--- src/rtl/core/bdpc_pkg.sv ---
// bdpc_pkg: shared types and constants of the button debounce and press classifier
// holds event codes, register indexes, register reset values and the config port widths
// no dependencies
`timescale 1ns / 1ps

package bdpc_pkg;

  // setting and config port widths
  localparam int SETTING_W  = 16;
  localparam int REG_IDX_W  = 4;
  localparam int CFG_DATA_W = SETTING_W;

  typedef logic [SETTING_W-1:0] setting_t;
  typedef logic [1:0]           press_event_t;
  typedef logic [REG_IDX_W-1:0] reg_index_t;

  // press event codes
  localparam press_event_t EV_NONE    = 2'd0;
  localparam press_event_t EV_SHORT   = 2'd1;
  localparam press_event_t EV_RELEASE = 2'd2;
  localparam press_event_t EV_LONG    = 2'd3;

  // register indexes
  localparam reg_index_t REG_ACTIVE_LEVEL = 4'd0;
  localparam reg_index_t REG_DEBOUNCE     = 4'd1;
  localparam reg_index_t REG_SHORT_PRESS  = 4'd2;
  localparam reg_index_t REG_LONG_PRESS   = 4'd3;

  // register reset values
  localparam logic     ACTIVE_LEVEL_RST = 1'b0;
  localparam setting_t DEBOUNCE_RST     = 16'd20;
  localparam setting_t SHORT_PRESS_RST  = 16'd1000;
  localparam setting_t LONG_PRESS_RST   = 16'd3000;

endpackage

--- src/rtl/core/bdpc_if.sv ---
// bdpc_if: valid/ready channels of the button debounce and press classifier
// one interface for the tick samples, one for the classified results
// depends on bdpc_pkg
`timescale 1ns / 1ps

interface bdpc_sample_if;
  logic valid;
  logic ready;
  logic raw_level;

  modport source (output valid, output raw_level, input ready);
  modport sink (input valid, input raw_level, output ready);
endinterface

interface bdpc_result_if;
  logic                  valid;
  logic                  ready;
  logic                  clean_level;
  bdpc_pkg::press_event_t press_event;

  modport source (output valid, output clean_level, output press_event, input ready);
  modport sink (input valid, input clean_level, input press_event, output ready);
endinterface

--- src/rtl/core/button_debounce_press_classifier.sv ---
// Button debounce and press classifier. Each sample beat is one millisecond tick carrying
// the raw pin level; each tick yields exactly one result beat with the debounced level and
// a press event (none, short, release after a hold past short, long press). The block takes
// one tick per clock cycle: all counter and compare logic sits between the sample handshake
// and a single result register, so a result appears the cycle after its tick is taken, and
// a new tick is taken whenever the result register is empty or being drained. Writing the
// active level reinitializes the debounce and press state; other settings apply at once.
// Depends on bdpc_pkg and bdpc_if.
`timescale 1ns / 1ps

module button_debounce_press_classifier #(
  parameter int COUNT_WIDTH = 16
) (
  input  logic                            clk,
  input  logic                            rst,
  input  logic                            write_en,
  input  bdpc_pkg::reg_index_t            reg_index,
  input  logic [bdpc_pkg::CFG_DATA_W-1:0] write_data,
  bdpc_sample_if.sink                     sample,
  bdpc_result_if.source                   result
);

  // compare width covers both the counters and the 16-bit settings
  localparam int CMP_W = (COUNT_WIDTH > bdpc_pkg::SETTING_W) ? COUNT_WIDTH : bdpc_pkg::SETTING_W;
  localparam logic [COUNT_WIDTH-1:0] COUNT_MAX = {COUNT_WIDTH{1'b1}};

  // settings
  logic               active_level;
  bdpc_pkg::setting_t debounce_ticks;
  bdpc_pkg::setting_t short_press_ticks;
  bdpc_pkg::setting_t long_press_ticks;

  // tracking state; the previous debounced level always equals debounced_level between ticks
  logic                   sampled_level;
  logic                   debounced_level;
  logic                   settle_pending;
  logic                   press_armed;
  logic [COUNT_WIDTH-1:0] settle_count;
  logic [COUNT_WIDTH-1:0] press_count;

  // next values
  logic                   sampled_level_next;
  logic                   debounced_level_next;
  logic                   settle_pending_next;
  logic                   press_armed_next;
  logic [COUNT_WIDTH-1:0] settle_count_next;
  logic [COUNT_WIDTH-1:0] press_count_next;
  bdpc_pkg::press_event_t press_event_next;

  logic                   accept;
  logic                   raw_change;
  logic                   settle_hit;
  logic                   pending_mid;
  logic                   armed_mid;
  logic [COUNT_WIDTH-1:0] settle_inc;
  logic [COUNT_WIDTH-1:0] press_inc;

  // result register
  logic                   out_valid;
  logic                   out_clean_level;
  bdpc_pkg::press_event_t out_press_event;

  // handshake: take a tick when the result register is free or draining
  assign sample.ready = !out_valid || result.ready;
  assign accept       = sample.valid && sample.ready;

  assign result.valid       = out_valid;
  assign result.clean_level = out_clean_level;
  assign result.press_event = out_press_event;

  // one tick of debounce and press classification
  always_comb begin
    settle_inc = (settle_count == COUNT_MAX) ? COUNT_MAX : settle_count + 1'b1;
    press_inc  = (press_count == COUNT_MAX) ? COUNT_MAX : press_count + 1'b1;

    // raw change restarts the settle count
    raw_change         = sample.raw_level != sampled_level;
    sampled_level_next = sample.raw_level;
    settle_count_next  = raw_change ? '0 : settle_inc;
    pending_mid        = settle_pending || raw_change;

    // accept the sampled level once the count strictly exceeds the setting
    settle_hit = pending_mid &&
                 (CMP_W'(settle_count_next) > CMP_W'(debounce_ticks));
    debounced_level_next = settle_hit ? sample.raw_level : debounced_level;
    settle_pending_next  = pending_mid && !settle_hit;

    // press edge arms, release while armed classifies
    press_count_next = press_inc;
    armed_mid        = press_armed;
    press_event_next = bdpc_pkg::EV_NONE;
    if (debounced_level_next != debounced_level) begin
      if (debounced_level_next == active_level) begin
        press_count_next = '0;
        armed_mid        = 1'b1;
      end else if (press_armed) begin
        press_event_next = (CMP_W'(press_inc) <= CMP_W'(short_press_ticks)) ?
                           bdpc_pkg::EV_SHORT : bdpc_pkg::EV_RELEASE;
        armed_mid        = 1'b0;
      end
    end

    // long press fires once
    press_armed_next = armed_mid;
    if (armed_mid && (CMP_W'(press_count_next) >= CMP_W'(long_press_ticks))) begin
      press_event_next = bdpc_pkg::EV_LONG;
      press_armed_next = 1'b0;
    end
  end

  // settings and tracking state
  always_ff @(posedge clk) begin
    if (rst) begin
      active_level      <= bdpc_pkg::ACTIVE_LEVEL_RST;
      debounce_ticks    <= bdpc_pkg::DEBOUNCE_RST;
      short_press_ticks <= bdpc_pkg::SHORT_PRESS_RST;
      long_press_ticks  <= bdpc_pkg::LONG_PRESS_RST;
      sampled_level     <= !bdpc_pkg::ACTIVE_LEVEL_RST;
      debounced_level   <= !bdpc_pkg::ACTIVE_LEVEL_RST;
      settle_pending    <= 1'b0;
      press_armed       <= 1'b0;
      settle_count      <= '0;
      press_count       <= '0;
    end else if (write_en) begin
      unique case (reg_index)
        bdpc_pkg::REG_ACTIVE_LEVEL: begin
          active_level    <= write_data[0];
          sampled_level   <= !write_data[0];
          debounced_level <= !write_data[0];
          settle_pending  <= 1'b0;
          press_armed     <= 1'b0;
          settle_count    <= '0;
          press_count     <= '0;
        end
        bdpc_pkg::REG_DEBOUNCE:    debounce_ticks    <= write_data;
        bdpc_pkg::REG_SHORT_PRESS: short_press_ticks <= write_data;
        bdpc_pkg::REG_LONG_PRESS:  long_press_ticks  <= write_data;
        default: ;
      endcase
    end else if (accept) begin
      sampled_level   <= sampled_level_next;
      debounced_level <= debounced_level_next;
      settle_pending  <= settle_pending_next;
      press_armed     <= press_armed_next;
      settle_count    <= settle_count_next;
      press_count     <= press_count_next;
    end
  end

  // result valid
  always_ff @(posedge clk) begin
    if (rst) begin
      out_valid <= 1'b0;
    end else if (accept) begin
      out_valid <= 1'b1;
    end else if (result.ready) begin
      out_valid <= 1'b0;
    end
  end

  // result payload
  always_ff @(posedge clk) begin
    if (accept) begin
      out_clean_level <= debounced_level_next;
      out_press_event <= press_event_next;
    end
  end

`ifndef SYNTHESIS
  // a long press only comes from an armed press, armed before or on this tick
  assert property (@(posedge clk) disable iff (rst)
    (accept && !write_en && press_event_next == bdpc_pkg::EV_LONG) |-> armed_mid)
    else $error("long press without an armed press");

  // short press and release events only on a debounced release
  assert property (@(posedge clk) disable iff (rst)
    (accept && (press_event_next == bdpc_pkg::EV_SHORT ||
                press_event_next == bdpc_pkg::EV_RELEASE)) |->
    (debounced_level == active_level && debounced_level_next != active_level))
    else $error("release event without a debounced release");

  // a debounced change ends the settle wait
  assert property (@(posedge clk) disable iff (rst)
    (accept && !write_en && debounced_level_next != debounced_level) |=> !settle_pending)
    else $error("settle still pending after debounced change");

  // settle count saturates rather than wrapping
  assert property (@(posedge clk) disable iff (rst)
    (accept && !write_en && !raw_change && settle_count == COUNT_MAX) |=>
    (settle_count == COUNT_MAX))
    else $error("settle count wrapped");
`endif

endmodule
--- src/flat_wrapper.sv ---
// flat-port wrapper written by rule: the top's interface ports become plain ports
module button_debounce_press_classifier_flat 
#(
  parameter int COUNT_WIDTH = 16
)
  (clk, rst, write_en, reg_index, write_data, sample_valid, sample_raw_level, sample_ready, result_valid, result_clean_level, result_press_event, result_ready);
  bdpc_sample_if sample_i ();
  bdpc_result_if result_i ();
  input  logic clk;
  input  logic rst;
  input  logic write_en;
  input  bdpc_pkg::reg_index_t reg_index;
  input  logic [bdpc_pkg::CFG_DATA_W-1:0] write_data;
  input wire logic [$bits(sample_i.valid)-1:0] sample_valid;
  input wire logic [$bits(sample_i.raw_level)-1:0] sample_raw_level;
  output wire logic [$bits(sample_i.ready)-1:0] sample_ready;
  output wire logic [$bits(result_i.valid)-1:0] result_valid;
  output wire logic [$bits(result_i.clean_level)-1:0] result_clean_level;
  output wire logic [$bits(result_i.press_event)-1:0] result_press_event;
  input wire logic [$bits(result_i.ready)-1:0] result_ready;
  assign sample_i.valid = sample_valid;
  assign sample_i.raw_level = sample_raw_level;
  assign sample_ready = sample_i.ready;
  assign result_valid = result_i.valid;
  assign result_clean_level = result_i.clean_level;
  assign result_press_event = result_i.press_event;
  assign result_i.ready = result_ready;
  button_debounce_press_classifier #(.COUNT_WIDTH(COUNT_WIDTH)) u_core (.clk(clk), .rst(rst), .write_en(write_en), .reg_index(reg_index), .write_data(write_data), .sample(sample_i), .result(result_i));
endmodule
--- config.mk ---
export PLATFORM = sky130hd
export DESIGN_NAME = button_debounce_press_classifier_flat
export DESIGN_NICKNAME = d
export VERILOG_FILES = /design/src/rtl/core/bdpc_pkg.sv /design/src/rtl/core/bdpc_if.sv /design/src/rtl/core/button_debounce_press_classifier.sv /design/src/flat_wrapper.sv
export SDC_FILE = /design/constraint.sdc
export NUM_CORES = 1
export LEC_CHECK = 0
export BUFFER_PORTS_ARGS = -buffer_cell sky130_fd_sc_hd__buf_4
export CAP_MARGIN = 15
export CORE_AREA = 4 4 111 140
export DETAILED_ROUTE_END_ITERATION = 12
export DIE_AREA = 0 0 115 144
export PLACE_DENSITY = 0.64
export SLEW_MARGIN = 25
export SYNTH_ARGS = -nofsm -noshare
export SYNTH_HDL_FRONTEND = slang
export SYNTH_SLANG_ARGS = --single-unit
--- constraint.sdc ---
create_clock -name clk -period 11.22 [get_ports clk]
set_input_delay 1.122 -clock clk [delete_from_list [all_inputs] [get_ports clk]]
set_output_delay 1.122 -clock clk [all_outputs]
set_load 0.1 [all_outputs]
# Word-level counts from Yosys, hierarchy flattened
# Cells that the tools add are included.
# op_classes
reduce_logical	17
addsub	2
n_lt_le_gt_ge	3
muxes	30
eq_ne	9
# op_table
cell	count
16-bit two-way mux	10
16-bit by 1-bit adder with 16-bit output (second input constant)	2
16-bit equality test (second input constant)	2
16-bit greater-or-equal comparator	1
16-bit greater-than comparator	1
16-bit <= comparator	1
1-bit two-way mux	16
2-bit AND reduction	5
4-bit by 2-bit equality test with 1-bit output (second input constant)	2
2-bit two-way mux	4
4-bit by 1-bit equality test with 1-bit output (second input constant)	1
1-bit logical AND	4
4-bit zero test	1
2-bit nonzero test	2
1-bit zero test	3
1-bit logical OR	2
1-bit != test	2
2-bit by 1-bit != test with 1-bit output (second input constant)	1
1-bit equality test	1
# word_totals
ff_bits	89
wordCells	74
in_bits	26
out_inout_bits	5

# Logic depth before layout (Yosys ltp)
# Gate-level depths: netlist (run 1).
# logic_depth
word_depth	14
ltp_mapped	24
depth_no_buf	20

# Least setup slack after synthesis (run 1)
# No wires, ideal clock.
# synth_path
kind	input to register
from	in sample_raw_level
to	reg u_core.press_armed
arrival_time_ns	4.930
t_required_ns	11.157
n_path_buf	4
path_slack_ns	6.228
setup_ns	0.063
stages	20
cell_sequence	xor2_1 > clkbuf_1 > nor2_1 > ha_1 > nand4_2 > nor4_2 > a21boi_2 > o31a_1 > buf_6 > and2_4 > buf_6 > buf_8 > a21oi_2 > ha_1 > a211oi_1 > and3_1 > o21ai_0 > a2111oi_0 > o211ai_1 > nand3_1
# synth_via
elab_chain_cells	13
word_cells_on_any_way	17
cone_classes	order compare (2); eq/ne (3); mux (9); reduce/logical (3)
# synth_lines
item	line_no	rtl
start: declaration	flat_wrapper.sv:15	input wire logic [$bits(sample_i.raw_level)-1:0] sample_raw_level;
1-bit != test	button_debounce_press_classifier.sv:77	raw_change = sample.raw_level != sampled_level;
16-bit two-way mux	button_debounce_press_classifier.sv:79	settle_count_next = raw_change ? '0 : settle_inc;
16-bit greater-than comparator	button_debounce_press_classifier.sv:84	(CMP_W'(settle_count_next) > CMP_W'(debounce_ticks));
1-bit logical AND	button_debounce_press_classifier.sv:83	settle_hit = pending_mid &&
1-bit two-way mux *	button_debounce_press_classifier.sv:85	debounced_level_next = settle_hit ? sample.raw_level : debounced_level;
1-bit equality test	button_debounce_press_classifier.sv:93	if (debounced_level_next == active_level) begin
16-bit two-way mux	button_debounce_press_classifier.sv:93	
16-bit two-way mux	button_debounce_press_classifier.sv:92	if (debounced_level_next != debounced_level) begin
16-bit greater-or-equal comparator	button_debounce_press_classifier.sv:105	if (armed_mid && (CMP_W'(press_count_next) >= CMP_W'(long_press_ticks))) begin
1-bit logical AND	button_debounce_press_classifier.sv:105	
1-bit two-way mux *	button_debounce_press_classifier.sv:105	
1-bit two-way mux *	button_debounce_press_classifier.sv:140	end else if (accept) begin
1-bit two-way mux *	button_debounce_press_classifier.sv:124	end else if (write_en) begin
end signal: assignment	button_debounce_press_classifier.sv:144	press_armed <= press_armed_next;
end: declaration	button_debounce_press_classifier.sv:37	logic press_armed;
# Every way passes the cells marked *; elsewhere a longest branch is shown, timed or not. The select of a mux whose other input is x is not followed.
# A chain may end at the register's enable or synchronous reset.

# Worst setup path after layout (run 1)
# layout_path
from	reg u_core.settle_count[6]
to	reg u_core.press_armed
# layout_via
elab_chain_cells	14
word_cells_on_any_way	18
cone_classes	add/sub (1); order compare (2); eq/ne (3); mux (10); reduce/logical (2)
# layout_lines
item	line_no	rtl
start: declaration	button_debounce_press_classifier.sv:38	logic [COUNT_WIDTH-1:0] settle_count;
start signal: assignment	button_debounce_press_classifier.sv:145	settle_count <= settle_count_next;
16-bit by 1-bit adder with 16-bit output or 16-bit equality test (tied branches)	button_debounce_press_classifier.sv:73	settle_inc = (settle_count == COUNT_MAX) ? COUNT_MAX : settle_count + 1'b1;
16-bit two-way mux *	button_debounce_press_classifier.sv:73	
16-bit two-way mux *	button_debounce_press_classifier.sv:79	
16-bit greater-than comparator *	button_debounce_press_classifier.sv:84	
1-bit logical AND *	button_debounce_press_classifier.sv:83	
1-bit two-way mux *	button_debounce_press_classifier.sv:85	
1-bit equality test	button_debounce_press_classifier.sv:93	
16-bit two-way mux	button_debounce_press_classifier.sv:93	
16-bit two-way mux	button_debounce_press_classifier.sv:92	
16-bit greater-or-equal comparator	button_debounce_press_classifier.sv:105	
1-bit logical AND	button_debounce_press_classifier.sv:105	
1-bit two-way mux *	button_debounce_press_classifier.sv:105	
1-bit two-way mux *	button_debounce_press_classifier.sv:140	
1-bit two-way mux *	button_debounce_press_classifier.sv:124	
# Marked as above.

==> results of run 1 <==
## kinds of logic (layout without fill, tap and decap cells)
family	Yosys count	count (layout)	synth area share (%)
buf+inv	81	100	6.287
fa+ha+maj	50	50	11.47
compound gates	170	170	20.61
flops	89	89	33.23
simple gates	264	264	24.37
mux	6	6	1.147
xor+xnor	18	18	2.891
## where the power goes
group | switching [mW] | internal, mW | total (mW)
Combinational | 0.0377 | 0.0205 | 0.0582
Clock | 0.128 | 0.215 | 0.343
Sequential | 0.00357 | 0.322 | 0.326
Total | 0.169 | 0.557 | 0.727
## path summary, 6_finish.rpt
kind / to / cells past startpoint
hold / removal: u_core.debounce_ticks[5]$_SDFFE_PP0P_ / 2
hold reg to reg: u_core.debounce_ticks[5]$_SDFFE_PP0P_ / 2
setup / recovery: u_core.press_armed$_SDFFE_PP0P_ / 19
setup reg to reg: u_core.press_armed$_SDFFE_PP0P_ / 19
## cell usage after synthesis (all sizes together) (5+ instances only)
cell      n  share of area (%)
a211oi    5               0.69
a21oi    74                7.5
a22o     20                3.2
a31oi     7               0.80
and3      9                1.0
and4     10                1.6
buf      12                1.5
clkbuf   17                1.2
dfxtp    86                 32
ha       50                 11
inv      52                3.6
nand2   129                8.9
nand2b   13                1.5
nand3    26                2.5
nand3b   14                1.9
nand4    11                1.4
nor2     26                1.8
nor2b     8                1.1
nor3      6               0.55
o211ai    5               0.69
o21a     12                1.7
o21ai    24                2.2
xnor2     6               0.96
xor2     12                1.9
## area by class of cell
type	instances	area, sq um	area share (%)
flip-flops and latches	89	1812	29.64
repair buffers	32	240.2	3.930
inverters	52	195.2	3.193
clock inverters	4	72.57	1.187
well taps	178	222.7	3.643
multi-input cells	508	3303	54.03
clock buffers	12	267.8	4.380
## per-layer routing
layer	up-vias	wire, um	GRT usage, %
met4	0	302	6.057
li1	2408	-	-
met2	67	7620	33.54
met3	22	309	2.428
met1	2217	5714	18.92
met5	-	0	0
## registers in the layout (all words and copies together) (netlist names), 2 cells and up
name,flops
u_core.debounce_ticks,16
u_core.long_press_ticks,16
u_core.press_count,16
u_core.settle_count,16
u_core.short_press_ticks,16
u_core.result.press_event,2
## worst reg2reg max path: cells and delay by family (launching register included)
family / cells / cell delay (ps)
DFF: 1 / 470
adders and majority gates: 2 / 540
AOI/OAI and AO/OA: 9 / 2170
and+or+nand+nor: 8 / 2240
==> flow_summary_export.csv, run 1 <==
group,metric,value,unit
route,detail-route-antenna-nets,0,
floorplan,io_pins,31,
clock_network,path_clk_slew,60,ps
status,status,"finished clean",
floorplan,core_area,0.01422,sq mm
logic_synthesis,yosysWarnings,0,
worst_setup_path,worstSetupPathType,"register to register",
timing,min_period,5460,ps
timing,rsz0062_at_grt,"false",
worst_setup_path,slowest_delay,500,ps
logic_synthesis,synth_seq_cells,89,
clock_network,clockRootBuffer,"clkbuf_16",
worst_setup_path,worst_path_max_delay_cell,"a2111oi_0",
route,wl_per_cell,15.94,um
finish,drive_gt1_share,10.19,%
timing,setup_viol,0,
clock_network,cts_tree,"built",
finish,fin_util,42.98,%
timing,worst_slew_pin_slew,754.9,ps
worst_setup_path,crit_chain,"and4_1, and4_1, nand3_2, o21a_1, a21oi_1, ha_1, nand4_1, nor4_2, a21boi_2, o31a_1, and2_4, a21oi_2, ha_1, a211oi_1, and3_1, o21ai_0, a2111oi_0, o211ai_1, nand3_1",
power,finalPower,726.7,uW
place,dp_hpwl,10700,um
logic_synthesis,avgSynthCellArea,8.042,sq um
global_routing,grt_pass1_vias,4848,
floorplan,dieArea,0.01656,sq mm
job,cap_violations,0,
timing,finClkSkew,5.122,ps
logic_synthesis,syn-cell-area,0.005453,sq mm
logic_synthesis,synth.distinct_cells,60,
worst_setup_path,cp.buffers_inverters,0,
clock_network,cts_hold_buf,0,
global_routing,grt_first_pass_wirelength,22950,um
worst_setup_path,crit_family,"simple AND/OR/NAND/NOR gates",
global_routing,grt_usage,17.31,%
route,firstDrtPassIters,4,
finish,fin_area,0.006113,sq mm
timing,fin_crit_sh,48.66,%
logic_synthesis,synth_nets,754,
timing,holdWs,462.1,ps
clock_network,cts_resized,0,
worst_setup_path,cp_data_arrival_time,5740,ps
power,p_per_area,118.9,mW/mm^2
power,leakage,2.614,nW
place,place_inst,859,
logic_synthesis,synthFlopType,"dfxtp_1",
floorplan,rows,49,
place,place_congestion,0.8342,
power,irDropWorstVdd,0.07194,mV
timing,setup_ws,5760,ps
finish,mostFrequentLayoutCells,"nand2_1, dfxtp_1, a21oi_1",
clock_network,cts_buffers,9,
min_path,hold_path.class,"register to register",
logic_synthesis,async_flop_share,0,%
route,routed_wl,13950,um
finish,instances_no_fill,875,
place,io_buffers,30,
floorplan,die_x,115,um
route,drt_iter0_drc,255,
clock_network,postCtsSetupRepairBufs,0,
floorplan,start_util,38.34,%
timing,fin_setup_tns,0,ps
clock_network,insertion_delay,340,ps
route,viasPerCell,5.387,
timing,slew_violations,0,
timing,timing.slew.headroom,49.52,%
finish,diodes,0,
timing,max_freq,183.2,MHz
route,vias,4714,
route,drc,0,
worst_setup_path,critPathLaunchType,"register",
worst_setup_path,rrSetupSlack,5760,ps
timing,hold_violations,0,
finish,syn2layout_area_growth,12.12,%
logic_synthesis,syn_inst,678,
floorplan,die-height,144,um
finish,n_fill_cell,1459,
place,dpl_worst_slack,5815,ps
logic_synthesis,ys_seq_area_share,33.23,%
global_routing,antenna_found_initial,0,
worst_setup_path,end_kind,"register",
global_routing,grt_max_degree,62,
finish,nets,768,
min_path,min_from,"u_core.debounce_ticks[5]$_SDFFE_PP0P_",
clock_network,ctsLongestPathBuffers,2,
global_routing,grt-ovfl-total,0,
worst_setup_path,r2r_start,"u_core.settle_count[6]$_SDFFE_PP0P_",
logic_synthesis,synth_edf_count,3,
place,dpl_cell_area,0.005768,sq mm
worst_setup_path,cp.required,11500,ps
worst_setup_path,path_max_fanout,17,
clock_network,cts_sinks,89,
finish,final_common_cell,"nand2_1",
clock_network,htreeDepth,3,
worst_setup_path,crit_path_start,"u_core.settle_count[6]$_SDFFE_PP0P_",
(Power assumes the default switching activity.)
==> run 2, diff against run 1 <==
Clock period 11.22 ns to 5.5 ns, I/O delays scaled along.
==> run 2 against run 1 <==
Effect of this change:
- combinational power increased by 100%
- core utilization increased by 0.21 points
- via count increased by 1.7%
==> flow_summary_export.csv, run 2 (synthesis gave the netlist of run 1 again) <==
group,metric,value,unit
status,status,"finished clean",
power,p_seq_share,43.3,%
worst_setup_path,reg2reg_to,"u_core.result.press_event[0]$_SDFFCE_PP1P_",
timing,rsz0062_at_grt,"false",
route,drc,0,
place,dpl_worst_slack,459.7,ps
min_path,hold_path.class,"primary input to register",
place,io_buffers,30,
route,wl_per_cell,15.75,um
floorplan,die-height,144,um
global_routing,grt_usage,17.26,%
power,p_int,1.188,mW
clock_network,ctsLongestPathBuffers,2,
finish,drive_gt1_share,10.30,%
timing,setup_ws,479.5,ps
floorplan,die_x,115,um
place,dp_hpwl,10450,um
min_path,min_from,"write_data[8]",
timing,slew_violations,0,
clock_network,cts_sinks,89,
worst_setup_path,reg2reg_depth,20,
route,viasPerCell,5.466,
worst_setup_path,crit_chain,"and3_1, and4_1, nand3_1, nor2_1, o21ai_0, a31oi_1, ha_1, nand4_2, nor4_2, a21boi_2, o31a_1, and2_4, a21oi_2, ha_1, a211oi_1, and3_1, o21ai_0, a211o_1, o211ai_1, o211ai_1",
timing,holdWs,439.4,ps
power,leakage,2.636,nW
finish,final_common_cell,"nand2_1",
route,vias,4794,
route,drt_iter0_drc,291,
worst_setup_path,cp.required,5580,ps
route,wl_met1,5688,um
worst_setup_path,worst_path_max_delay_cell,"nor4_2",
clock_network,cts_tree,"built",
worst_setup_path,end_kind,"register",
global_routing,grt-ovfl-total,0,
clock_network,clockRootBuffer,"clkbuf_16",
worst_setup_path,crit_family,"simple AND/OR/NAND/NOR gates",
clock_network,path_clk_slew,60,ps
route,firstDrtPassIters,5,
finish,diodes,0,
finish,syn2layout_area_growth,12.67,%
min_path,hold_depth,3,
place,place_inst,861,
clock_network,cts_resized,0,
timing,fin_crit_sh,91.28,%
min_path,holdPathEnd,"u_core.short_press_ticks[8]$_SDFFE_PP1P_",
worst_setup_path,critPathLaunchType,"register",
route,detail-route-antenna-nets,0,
timing,max_freq,199.2,MHz
place,place_congestion,0.9134,
finish,nets,770,
power,swShare,22.55,%
timing,worst_slew_pin_slew,758.9,ps
floorplan,core_area,0.01422,sq mm
finish,instances_no_fill,877,
power,irDropWorstVdd,0.1731,mV
global_routing,antenna_found_initial,0,
clock_network,htreeDepth,3,
worst_setup_path,cp_data_arrival_time,5100,ps
floorplan,io_pins,31,
clock_network,cts_buffers,9,
timing,min_period,5020,ps
timing,setup_viol,0,
timing,finClkSkew,4.794,ps
clock_network,insertion_delay,350,ps
route,routed-wl-met3,473,um
global_routing,grt_first_pass_wirelength,23030,um
worst_setup_path,rrSetupSlack,480,ps
clock_network,postCtsSetupRepairBufs,0,
floorplan,start_util,38.34,%
route,dr_wl_met2,7161,um
power,p_comb_share,7.8,%
floorplan,dieArea,0.01656,sq mm
floorplan,rows,49,
timing,timing.slew.headroom,49.14,%
finish,mostFrequentLayoutCells,"nand2_1, dfxtp_1, a21oi_1",
timing,fin_setup_tns,0,ps
global_routing,grt_pass1_vias,4776,
power,p_per_area,249.7,mW/mm^2
worst_setup_path,worstSetupPathType,"register to register",
worst_setup_path,r2r_start,"u_core.settle_count[2]$_SDFFE_PP0P_",
route,routed_wl,13810,um
route,routed.top_layer,"met4",
timing,hold_violations,0,
clock_network,cts_hold_buf,0,
power,pwr-share-clk,48.9,%
job,cap_violations,0,
power,p_sw,345.9,uW
worst_setup_path,cp.buffers_inverters,0,
global_routing,grt_max_degree,62,
finish,n_fill_cell,1419,
worst_setup_path,path_max_fanout,17,
worst_setup_path,slowest_delay,420,ps
-- run 2: cell types whose count changed in the layout (fill, tap and decap cells not counted), sizes merged --
| cell | previous run | this run |
|---|---|---|
| clkinvlp | 1 | 0 |
| buf | 32 | 34 |
| clkinv | 1 | 2 |
| clkbuf | 12 | 10 |
| bufinv | 2 | 4 |
-- run 2: per-layer routing --
layer	GRT usage, %	vias to the layer above
li1	-	2412
met2	31.22	97
met4	8.220	0
met5	0	-
met1	19.81	2251
met3	2.470	34
-- run 2: tightest hold or removal path: stages --
cell and delay [ps]:
buf_4 90, nand2_1 40, nand3b_1 70
-- run 2: how the worst max path moves through the flow --
stage	slack [ps]	from	depth (start not counted)	endpoint
3_5_place_dp	460	u_core.settle_count[2]$_SDFFE_PP0P_	20	u_core.press_armed$_SDFFE_PP0P_
5_1_grt	120	u_core.settle_count[2]$_SDFFE_PP0P_	20	u_core.press_armed$_SDFFE_PP0P_
2_1_floorplan	980	u_core.settle_count[0]$_SDFFE_PP0P_	24	u_core.press_armed$_SDFFE_PP0P_
3_3_place_gp	740	u_core.settle_count[6]$_SDFFE_PP0P_	19	u_core.press_armed$_SDFFE_PP0P_
6_report	480	u_core.settle_count[2]$_SDFFE_PP0P_	20	u_core.result.press_event[0]$_SDFFCE_PP1P_
4_1_cts	440	u_core.settle_count[2]$_SDFFE_PP0P_	20	u_core.press_armed$_SDFFE_PP0P_
-- run 2: cell type report --
cell class	count	area, sq um	share of cell area, %
timing repair buffer	34	255.2	4.155
multi-input combinational	508	3299	53.71
sequential	89	1812	29.49
tap	178	222.7	3.625
inverter	52	195.2	3.177
clock inverter	6	130.1	2.118
clock buffer	10	229.0	3.727
-- run 2: power by group through the flow --
stage	clock (mW)	combinational [mW]	sequential [mW]
6_report	0.750	0.119	0.665
5_1_grt	0.788	0.131	0.666
4_1_cts	0.763	0.119	0.665
3_5_place_dp	0	0.118	0.679
3_3_place_gp	0	0.116	0.679
2_1_floorplan	0	0.0660	0.688
-- run 2: metrics by stage --
stage               instance area, sq um  utilization, %  power [mW]
floorplan                           5453               -      0.7538
global placement                    5783           40.66      0.7949
detailed placement                  5783           40.66      0.7978
CTS                                 6142           43.18       1.547
global route                        6143           43.19       1.585
finish                              6143           43.19       1.534
